[src/rtl/core/lge_pkg.sv]
// Shared types and constants for the life grid engine.
package lge_pkg;

   localparam int DefGridWidth  = 64;
   localparam int DefGridHeight = 32;
   localparam int ColW = 7;
   localparam int RowW = 6;
   localparam int PopW = 12;
   localparam int GenW = 32;

   localparam logic [2:0] KIND_WRITE  = 3'd0;
   localparam logic [2:0] KIND_TOGGLE = 3'd1;
   localparam logic [2:0] KIND_READ   = 3'd2;
   localparam logic [2:0] KIND_STEP   = 3'd3;
   localparam logic [2:0] KIND_CLEAR  = 3'd4;

   typedef struct packed {
      logic [2:0]      kind;
      logic [ColW-1:0] col;
      logic [RowW-1:0] row;
      logic            alive_in;
   } req_type;

   typedef struct packed {
      logic            cell_value;
      logic [PopW-1:0] population;
      logic [GenW-1:0] generation;
   } rsp_type;

   // Controller -> datapath commands
   typedef struct packed {
      logic capture;     // latch request, reset scan position
      logic cell_rd;     // read addressed cell
      logic cell_wr;     // write/toggle addressed cell, latch cell value
      logic scan_rd;     // read current scan cell
      logic scan_wr;     // write next value of scan cell
      logic scan_adv;    // advance scan position
      logic copy_rd;     // read next array at scan position
      logic copy_wr;     // write grid from next array
      logic clear_wr;    // write zero at scan position
      logic finish;      // commit counts, drive response
   } cmd_type;

   typedef struct packed {
      logic [2:0] kind;
      logic       scan_last;
   } sts_type;

endpackage

[src/rtl/core/lge_ctrl.sv]
// Sequencer for cell accesses, generation sweeps and clear sweeps.
module lge_ctrl import lge_pkg::*; (
   input  logic    clock,
   input  logic    reset,
   input  logic    start,
   output logic    busy,
   input  sts_type sts,
   output cmd_type cmd
);

   typedef enum logic [9:0] {
      S_IDLE  = 10'b0000000001,
      S_DEC   = 10'b0000000010,
      S_CRD   = 10'b0000000100,
      S_CWR   = 10'b0000001000,
      S_SRD   = 10'b0000010000,
      S_SWR   = 10'b0000100000,
      S_CPRD  = 10'b0001000000,
      S_CPWR  = 10'b0010000000,
      S_CLR   = 10'b0100000000,
      S_INIT  = 10'b1000000000
   } state_type;

   state_type state_ff, state_in;

   always_ff @(posedge clock) begin
      if (reset) state_ff <= S_INIT;
      else       state_ff <= state_in;
   end

   always_comb begin
      state_in = state_ff;
      cmd      = '0;
      busy     = (state_ff != S_IDLE);
      case (state_ff)
         S_IDLE: begin
            if (start) begin
               cmd.capture = 1'b1;
               state_in    = S_DEC;
            end
         end
         S_DEC: begin
            case (sts.kind)
               KIND_WRITE, KIND_TOGGLE, KIND_READ: state_in = S_CRD;
               KIND_STEP:  state_in = S_SRD;
               KIND_CLEAR: state_in = S_CLR;
               default: begin
                  cmd.finish = 1'b1;
                  state_in   = S_IDLE;
               end
            endcase
         end
         S_CRD: begin
            cmd.cell_rd = 1'b1;
            state_in    = S_CWR;
         end
         S_CWR: begin
            cmd.cell_wr = 1'b1;
            cmd.finish  = 1'b1;
            state_in    = S_IDLE;
         end
         S_SRD: begin
            cmd.scan_rd = 1'b1;
            state_in    = S_SWR;
         end
         S_SWR: begin
            cmd.scan_wr = 1'b1;
            cmd.scan_adv = 1'b1;
            state_in = sts.scan_last ? S_CPRD : S_SRD;
         end
         S_CPRD: begin
            cmd.copy_rd = 1'b1;
            state_in    = S_CPWR;
         end
         S_CPWR: begin
            cmd.copy_wr  = 1'b1;
            cmd.scan_adv = 1'b1;
            if (sts.scan_last) begin
               cmd.finish = 1'b1;
               state_in   = S_IDLE;
            end else begin
               state_in = S_CPRD;
            end
         end
         S_CLR: begin
            cmd.clear_wr = 1'b1;
            cmd.scan_adv = 1'b1;
            if (sts.scan_last) begin
               cmd.finish = 1'b1;
               state_in   = S_IDLE;
            end
         end
         // Wipe the grid row by row after reset; no response.
         S_INIT: begin
            cmd.clear_wr = 1'b1;
            cmd.scan_adv = 1'b1;
            if (sts.scan_last) state_in = S_IDLE;
         end
         default: state_in = S_IDLE;
      endcase
   end

endmodule

[config.mk]
export PLATFORM = sky130hd
export DESIGN_NAME = lge_ctrl
export DESIGN_NICKNAME = d
export VERILOG_FILES = /design/src/rtl/core/lge_pkg.sv /design/src/rtl/core/lge_ctrl.sv
export SDC_FILE = /design/constraint.sdc
export NUM_CORES = 1
export LEC_CHECK = 0
export BUFFER_PORTS_ARGS = -buffer_cell sky130_fd_sc_hd__buf_2
export CORE_MARGIN = 10
export CORE_UTILIZATION = 49
export CTS_CLUSTER_DIAMETER = 40
export DETAILED_ROUTE_END_ITERATION = 8
export PLACE_DENSITY = 0.75
export REMOVE_ABC_BUFFERS = 1
export SYNTH_ARGS = -nofsm -noshare
export SYNTH_HDL_FRONTEND = slang
export SYNTH_SLANG_ARGS = --single-unit
export TNS_END_PERCENT = 10
[constraint.sdc]
create_clock -name clock -period 1.9 [get_ports clock]
set_input_delay 0.19 -clock clock [delete_from_list [all_inputs] [get_ports clock]]
set_output_delay 0.19 -clock clock [all_outputs]
set_load 0.01 [all_outputs]
==> qor.yml, run 1 <==
outcome:
  outcome: "complete, but fails checks"
  violations: "setup timing"
placed_design:
  hpwl_mm: 1.46
  portBuffers: 17
  postPlaceCellArea_um2: 762
  dp_cells: 113
  gp_congestion: 0.858
  place_ws_ns: 0.0233
synthesis:
  synthAdderAreaFrac: 0
  synth_top_area_share: 0.302
  synthMuxAreaShare: 0.0151
  synth-simple-area-share: 0.442
  ys_ff_latch: 10
  synthTopCellsByArea: "dfxtp_1 30%, nor2_1 10%, nor4_4 6.4%"
  netlist_instances: 83
  synth-edff-count: 0
  synth_compound_area_frac: 0.168
  synthArstFlopShare: 0
  yosys.area.top_type: "dfxtp_1"
  synth_flop_cell: "dfxtp_1"
  syn_area_per_cell_um2: 7.99
  synth_cell_types: 36
  synth_top_family_by_area: "simple AND/OR/NAND/NOR gates"
  yosysWarnings: 0
  seq_area_frac_synth: 0.302
  syn_area_um2: 663
  synth-xor-area-share: 0.0264
clock_network:
  cts_tree: "built"
  clockBufferDepth: 2
  cts_root_buffer: "clkbuf_4"
  clock_latency_ns: 0.26
  clock-sinks: 10
  cts.reportedPaths.clkPinSlew_ns: 0.07
  h-tree-depth: 1
  ctsHoldBuffers: 0
  cts-buffers-inserted: 3
grt:
  grt_overflow: 0
  grtUsageTotal: 0.113
  grt_max_degree: 10
  grt_pass1_vias: 730
  grt_first_pass_wirelength_mm: 3.10
  antenna_found_initial: 0
final_layout:
  drive_above_1_share: 0.407
  final_common_cell: "nor2_1"
  instances_no_fill: 123
  final_cell_mix: "18 x nor2_1, 17 x buf_2, 8 x buf_4"
  largest_reg_flops: 10
  top_regs: "state_ff (10)"
  final_util: 0.682
  nets: 116
  final_area_um2: 876
  top_register: "state_ff"
  syn_to_final_growth_pct: 32.1
  n_antenna_cell: 0
worst_setup_path:
  path_max_fanout: 4
  cp.arrival_ns: 1.74
  critPathCaptureType: "output port"
  cp_data_required_time_ns: 1.71
  startpoint_type: "register"
  critical_path_class: "register to output port"
pwr:
  p_clk_frac: 0.364
  p_leak_nw: 0.386
  p_comb_frac: 0.204
  p_sw_uw: 144
  powerDensity_mw_per_mm2: 594
  netSwitchingFraction: 0.276
  ir_drop_v: 0.000453
  intPower_uw: 376
  pwr-share-seq: 0.432
route:
  routed_wl_mm: 1.96
  avgViaCountPerCell: 6.03
  drtIter0Drc: 22
  drtPass1Iterations: 4
  avgRoutedWirePerCell_um: 15.9
  drc: 0
  route.vias.total: 742
  ant_nets: 0
sta:
  finalSetupViolCount: 1
  tightest_slew_ns: 0.394
  relSlewSlack: 0.730
  max_clock_freq_mhz: 519
  fin_ws_ns: -0.0268
  grt_setup_unrepaired: "true"
  drv_slew: 0
  tns_ns: -0.0268
  hold_viol_final: 0
  min_period_ns: 1.93
  fin_crit_sh: 1.01
  skew_ns: 0.000676
floorplan:
  die_h_um: 56.8
  row_count: 13
  die_x_um: 56.8
  die_area_mm2: 0.00322
  pin_count: 18
  start_util: 0.516
  core_area_mm2: 0.00128
min_path:
  min_path_type: "input port to register"
flow_run:
  cap_violations: 0
==> area by class of cell <==
type	instances	area, um2
repair buffers	25	145
clock buffers	4	36.3
multi-input cells	66	457
inverters	3	11.3
flip-flops and latches	10	208
fillers	114	409
well taps	15	18.8
==> logic make-up after synthesis <==
logic type                after synthesis
and+or+nand+nor                        49
AOI/OAI and AO/OA                      14
DFF                                    10
buffers and inverters                   7
xor gates and xnor gates                2
muxes                                   1
==> stage by stage <==
step                      hold WS, ns  power [mW]
after floorplan                 0.262       0.288
after global placement          0.426       0.322
after detailed placement        0.441       0.323
after CTS                       0.159       0.517
after global routing            0.170       0.543
final                           0.166       0.520
==> Yosys cell counts, types with 2 or more instances <==
cell type,number
buf_2,3
xor2_1,2
nor2_1,18
nand2b_1,2
a21oi_1,2
nor3_1,4
dfxtp_1,10
o21ai_0,2
nor4b_1,2
nand2_1,6
nor3b_1,2
inv_1,3
nor4_4,2
nand3_1,2
nand4_1,2
==> power groups by stage <==
stage / Sequential, mW / Clock (mW) / Combinational (mW)
6_report: 0.224 / 0.189 / 0.106
2_1_floorplan: 0.227 / 0 / 0.0609
3_5_place_dp: 0.230 / 0 / 0.0931
3_3_place_gp: 0.230 / 0 / 0.0919
4_1_cts: 0.226 / 0.193 / 0.0981
5_1_grt: 0.226 / 0.202 / 0.116
==> critical path, cell delays in order, from the launching register on <==
cell	delay, ns
dfxtp_4	0.36
nor4_4	0.34
nand3_2	0.18
o32ai_4	0.30
a311o_1	0.16
buf_2	0.14
==> routing by layer <==
metal  track usage  routed length [um]  vias to the layer above
met5             0                   0                        -
met4        0.0604                  32                        0
met3        0.0449                 140                        6
met2         0.180                 950                       33
met1         0.125                 832                      352
li1              -                   -                      351
==> what timing repair did <==
action	CTS	global route
buffers inserted	3	3
pin swaps	3	5
gates resized for setup	4	5
setup endpoints to repair	2	4
==> final timing paths <==
check / slack [ns] / depth (start not counted) / endpoint / from
setup / recovery: -0.03 / 5 / cmd[0] / state_ff[6]$_SDFFE_PP0P_
hold / removal: 0.17 / 2 / state_ff[2]$_SDFFE_PP0P_ / sts[3]
hold reg to reg: 0.55 / 1 / state_ff[3]$_SDFFE_PP0P_ / state_ff[0]$_SDFFE_PP0P_
setup reg to reg: 0.26 / 6 / state_ff[0]$_SDFFE_PP0P_ / state_ff[3]$_SDFFE_PP0P_
(Power assumes the default switching activity.)
==> run 2, diff against run 1 <==
BUFFER_PORTS_ARGS = -buffer_cell sky130_fd_sc_hd__buf_4   (was -buffer_cell sky130_fd_sc_hd__buf_2)
==> qor.yml, run 2 (synthesis gave the netlist of run 1 again) <==
grt:
  grt_overflow: 0  # unchanged
  grtUsageTotal: 0.117  # +0.00427
  grtUsageMet3: 0.0360  # -0.00899
  use_met1: 0.135  # +0.00951
  grt_pass1_vias: 665  # -8.9%
  grt_max_degree: 10  # unchanged
  grt.met2_usage: 0.185  # +0.00470
  antenna_found_initial: 0  # unchanged
  grt_first_pass_wirelength_mm: 3.08  # -0.68%
  busiest_layer: "met2"
floorplan:
  pin_count: 18  # unchanged
  die_h_um: 56.8  # unchanged
  die_area_mm2: 0.00322  # unchanged
  start_util: 0.516  # unchanged
  die_x_um: 56.8  # unchanged
  row_count: 13  # unchanged
  core_area_mm2: 0.00128  # unchanged
worst_setup_path:
  path_cells: "nor4_4 > nand3_2 > o32ai_4 > a311o_1 > buf_4"
  critPathCaptureType: "output port"
  max_stage_delay_ns: 0.36  # about the same
  rrSetupSlack_ns: 0.08  # -0.18 ns
  critical_path_class: "register to output port"
  path_delay_family: "simple AND/OR/NAND/NOR gates"
  cp.arrival_ns: 1.75  # about the same
  path_max_fanout: 4  # unchanged
  cp_num_buf_inv: 1  # unchanged
  worst_path_max_delay_cell: "dfxtp_4"
  cp_data_required_time_ns: 1.71  # about the same
  startpoint_type: "register"
final_layout:
  top_register: "state_ff"
  instances_no_fill: 123  # unchanged
  drive_above_1_share: 0.398  # -0.00926
  syn_to_final_growth_pct: 38.9
  final_cell_mix: "25 x buf_4, 17 x nor2_1, 7 x dfxtp_1"
  final_area_um2: 921  # +5.1%
  largest_reg_flops: 10  # unchanged
  top_regs: "state_ff (10)"
  final_common_cell: "buf_4"
  fillCellCount: 108  # -5.3%
  n_antenna_cell: 0  # unchanged
  nets: 116  # unchanged
route:
  drtIter0Drc: 31  # +41%
  ant_nets: 0  # unchanged
  routed_wl_mm: 2.03  # +3.8%
  avgRoutedWirePerCell_um: 16.5  # +3.8%
  avgViaCountPerCell: 6.20  # +2.8%
  drtPass1Iterations: 4  # unchanged
  drc: 0  # unchanged
  route.vias.total: 763  # +2.8%
clock_network:
  h-tree-depth: 1  # unchanged
  cts_root_buffer: "clkbuf_4"
  clock_latency_ns: 0.27  # about the same
  clockBufferDepth: 2  # unchanged
  cts_tree: "built"
  clock-sinks: 10  # unchanged
  ctsHoldBuffers: 0  # unchanged
  cts.reportedPaths.clkPinSlew_ns: 0.06  # about the same
  cts-buffers-inserted: 3  # unchanged
sta:
  finalSetupViolCount: 1  # unchanged
  drv_slew: 0  # unchanged
  max_clock_freq_mhz: 515  # -0.77%
  skew_ns: 0.00199  # +0.00131 ns
  relSlewSlack: 0.767  # +0.0363
  fin_ws_ns: -0.0418  # -0.0150 ns
  hold_viol_final: 0  # unchanged
  min_period_ns: 1.94  # +0.0150 ns
  grt_setup_unrepaired: "true"
  fin_crit_sh: 1.02  # +0.00787
  holdWs_ns: 0.125  # -0.0410 ns
  tightest_slew_ns: 0.341  # -0.0531 ns
placed_design:
  place_ws_ns: 0.00781  # -0.0155 ns
  portBuffers: 17  # unchanged
  postPlaceCellArea_um2: 805  # +5.6%
  dp_cells: 113  # unchanged
  gp_congestion: 0.835  # -2.7%
  hpwl_mm: 1.43  # -2.0%
pwr:
  ir_drop_v: 0.000389  # -14%
  p_leak_nw: 0.391  # +1.3%
  powerDensity_mw_per_mm2: 576  # -3.0%
  total_power_uw: 530  # +2.0%
outcome:
  outcome: "complete, but fails checks"
  violations: "setup timing"
min_path:
  min_path_type: "input port to register"
flow_run:
  cap_violations: 0  # unchanged
-- run 2: changes by cell type in the layout (fill, tap and decap cells not counted) --
cell and delta:
dfxtp_1 +1, dfxtp_2 -2, dfxtp_4 +1, and4_2 -1, nor2_1 -1, buf_2 -17
buf_4 +17, nor2_2 +1, and4_1 +1
-- run 2: per-stage QoR --
| step | setup TNS (ns) | utilization |
|---|---|---|
| 2_1_floorplan | 0 | - |
| 3_3_place_gp | -0.0110 | 0.626 |
| 3_5_place_dp | 0 | 0.626 |
| 4_1_cts | -0.109 | 0.676 |
| 5_1_grt | -0.286 | 0.717 |
| 6_report | -0.0418 | 0.717 |
-- run 2: worst register-to-register path: stages (launching register included) --
cell and delay (ns):
dfxtp_1 0.37, nor4_4 0.35, buf_4 0.19, buf_4 0.11, nand2_1 0.04, o311ai_1 0.27, nor2_1 0.08, o31a_1 0.29
-- run 2: final timing paths --
check / end / start / cells past startpoint
hold reg to reg: state_ff[7]$_SDFFE_PP0P_ / state_ff[8]$_SDFFE_PP0P_ / 1
setup / recovery: cmd[0] / state_ff[6]$_SDFFE_PP0P_ / 5
setup reg to reg: state_ff[0]$_SDFFE_PP0P_ / state_ff[3]$_SDFFE_PP0P_ / 7
hold / removal: state_ff[2]$_SDFFE_PP0P_ / sts[3] / 2
-- run 2: cell type report --
cell class | instances | area (um2) | area share
multi-input cells | 66 | 458 | 0.497
inverters | 3 | 11.3 | 0.0122
clock buffers | 4 | 36.3 | 0.0394
flip-flops and latches | 10 | 209 | 0.227
well taps | 15 | 18.8 | 0.0204
repair buffers | 25 | 188 | 0.204
-- run 2: report_power, final --
part | leakage (nW) | switching (mW) | total, mW | internal, mW
clock | 0.0210 | 0.0746 | 0.191 | 0.117
sequential | 0.0831 | 0.0112 | 0.223 | 0.212
combinational | 0.287 | 0.0621 | 0.116 | 0.0534
-- run 2: per-layer routing --
metal | share of wire | vias to the layer above
met5 | 0 | -
met4 | 0.029 | 0
met3 | 0.092 | 7
met2 | 0.47 | 49
met1 | 0.41 | 351
li1 | - | 356
-- run 2: what timing repair did --
item / 4_1_cts / 5_1_grt
pin swaps: 3 / 4
gates resized for setup: 2 / 7
setup endpoints to repair: 5 / 4
buffers inserted: 2 / 4
==> run 3, diff against run 2 <==
GPL_TIMING_DRIVEN = 0   (was not set)
clock period = 2.1 ns   (was 1.9 ns; I/O delays follow)
==> qor.yml, run 3 (synthesis gave the netlist of run 1 again) <==
pwr:
  p_leak_nw: 0.359  # -8.1%
  ir_drop_v: 0.000434  # +11%
  netSwitchingFraction: 0.270  # -0.00859
  intPower_uw: 343  # -10%
  p_sw_uw: 127  # -14%
  powerDensity_mw_per_mm2: 550  # -4.4%
  total_power_uw: 470  # -11%
  p_comb_frac: 0.199  # -0.019
  p_clk_frac: 0.368  # +0.007
  pwr-share-seq: 0.433  # +0.011
final_layout:
  final_common_cell: "buf_4"
  final_area_um2: 853  # -7.3%
  top_register: "state_ff"
  final_cell_mix: "19 x buf_4, 18 x nor2_1, 10 x dfxtp_1"
  drive_above_1_share: 0.324  # -0.0746
  instances_no_fill: 117  # -4.9%
  nets: 110  # -5.2%
  final_util: 0.664  # -0.0526
  largest_reg_flops: 10  # unchanged
  top_regs: "state_ff (10)"
  fillCellCount: 109  # +0.93%
  n_antenna_cell: 0  # unchanged
  syn_to_final_growth_pct: 28.7
worst_setup_path:
  cp_data_required_time_ns: 1.89  # +0.18 ns
  critical_path_class: "register to output port"
  cp.arrival_ns: 1.84  # +0.09 ns
  startpoint_type: "register"
  critPathCaptureType: "output port"
  path_max_fanout: 9  # +5
  reg2reg_depth: 5  # -2
grt:
  grt_first_pass_wirelength_mm: 2.88  # -6.3%
  grt_pass1_vias: 635  # -4.5%
  grtUsageTotal: 0.110  # -0.00720
  grt_max_degree: 10  # unchanged
  antenna_found_initial: 0  # unchanged
  grt_overflow: 0  # unchanged
floorplan:
  die_area_mm2: 0.00322  # unchanged
  core_area_mm2: 0.00128  # unchanged
  die_x_um: 56.8  # unchanged
  start_util: 0.516  # unchanged
  die_h_um: 56.8  # unchanged
  pin_count: 18  # unchanged
  row_count: 13  # unchanged
sta:
  fin_crit_sh: 0.976
  max_clock_freq_mhz: 488
  drv_slew: 0  # unchanged
  skew_ns: 0.00778  # +0.00579 ns
  min_period_ns: 2.05
  tightest_slew_ns: 0.410  # +0.0691 ns
  hold_viol_final: 0  # unchanged
  fin_ws_ns: 0.0513  # +0.0931 ns
  finalSetupViolCount: 0  # -1
  grt_setup_unrepaired: "true"
  relSlewSlack: 0.725  # -0.0412
route:
  route.vias.total: 667  # -13%
  ant_nets: 0  # unchanged
  drtPass1Iterations: 4  # unchanged
  avgRoutedWirePerCell_um: 15.4  # -6.6%
  drc: 0  # unchanged
  drtIter0Drc: 42  # +35%
  routed_wl_mm: 1.81  # -11%
  avgViaCountPerCell: 5.70  # -8.1%
placed_design:
  hpwl_mm: 1.39  # -3.2%
  place_ws_ns: 0.281  # +0.273 ns
  gp_congestion: 0.819  # -1.9%
  postPlaceCellArea_um2: 790  # -1.9%
  dp_cells: 111  # -1.8%
  portBuffers: 17  # unchanged
min_path:
  hold_depth: 2  # unchanged
  min_path_type: "input port to register"
clock_network:
  h-tree-depth: 1  # unchanged
  cts_tree: "built"
  clock-sinks: 10  # unchanged
  cts_root_buffer: "clkbuf_4"
  cts-buffers-inserted: 3  # unchanged
  cts.reportedPaths.clkPinSlew_ns: 0.06  # about the same
  clockBufferDepth: 2  # unchanged
  clock_latency_ns: 0.27  # about the same
outcome:
  outcome: "finished clean"
flow_run:
  cap_violations: 0  # unchanged
run 3: cell types whose count changed in the layout (fill, tap and decap cells not counted), sizes merged:
cell | previous run | this run
buf | 25 | 19
run 3: layer usage:
metal	vias up	part of all wire	track usage
met4	0	0.014	0.0503
met3	4	0.094	0.0427
met2	28	0.45	0.171
met1	295	0.44	0.130
li1	340	-	-
met5	-	0	0
run 3: path summary, 6_finish.rpt:
kind,startpoint,slack [ns],endpoint
max,state_ff[6]$_SDFFE_PP0P_,0.05,cmd[0]
min,sts[3],0.15,state_ff[2]$_SDFFE_PP0P_
max reg2reg,state_ff[3]$_SDFFE_PP0P_,0.44,state_ff[7]$_SDFFE_PP0P_
min reg2reg,state_ff[9]$_SDFFE_PP1P_,0.56,state_ff[9]$_SDFFE_PP1P_
run 3: metrics by stage:
stage          setup TNS, ns  hold slack (ns)
2_1_floorplan              0            0.282
3_3_place_gp               0            0.426
3_5_place_dp               0            0.433
4_1_cts                    0            0.145
5_1_grt              -0.0760            0.154
6_report                   0            0.153
run 3: power by group through the flow:
stage	sequential, mW	combinational [mW]	clock (mW)
final	0.204	0.0933	0.173
after global routing	0.205	0.104	0.189
after CTS	0.203	0.0906	0.177
after detailed placement	0.208	0.0888	0
after global placement	0.208	0.0877	0
after floorplan	0.206	0.0551	0
run 3: area by class of cell:
| type | instances | area (um2) | area share |
|---|---|---|---|
| clock buffer | 4 | 36.3 | 0.0425 |
| inverter | 3 | 11.3 | 0.0132 |
| multi-input combinational | 66 | 444 | 0.521 |
| sequential | 10 | 200 | 0.235 |
| tap | 15 | 18.8 | 0.0220 |
| timing repair buffer | 19 | 143 | 0.167 |
run 3: worst max-delay path, stage by stage (launching register included):
cell     delay (ns)
dfxtp_1        0.42
nor4_4         0.38
nand3_2        0.16
o32ai_2        0.33
a311o_1        0.17
buf_4          0.12
run 3: what timing repair did:
action / in CTS / in global routing
pin swaps: 0 / 1
setup buffers: 0 / 2
endpoints found under the setup margin: 1 / 3
gates resized for setup: 1 / 1
hold buffers: 0 / 0
endpoints found under the hold margin: 0 / 0
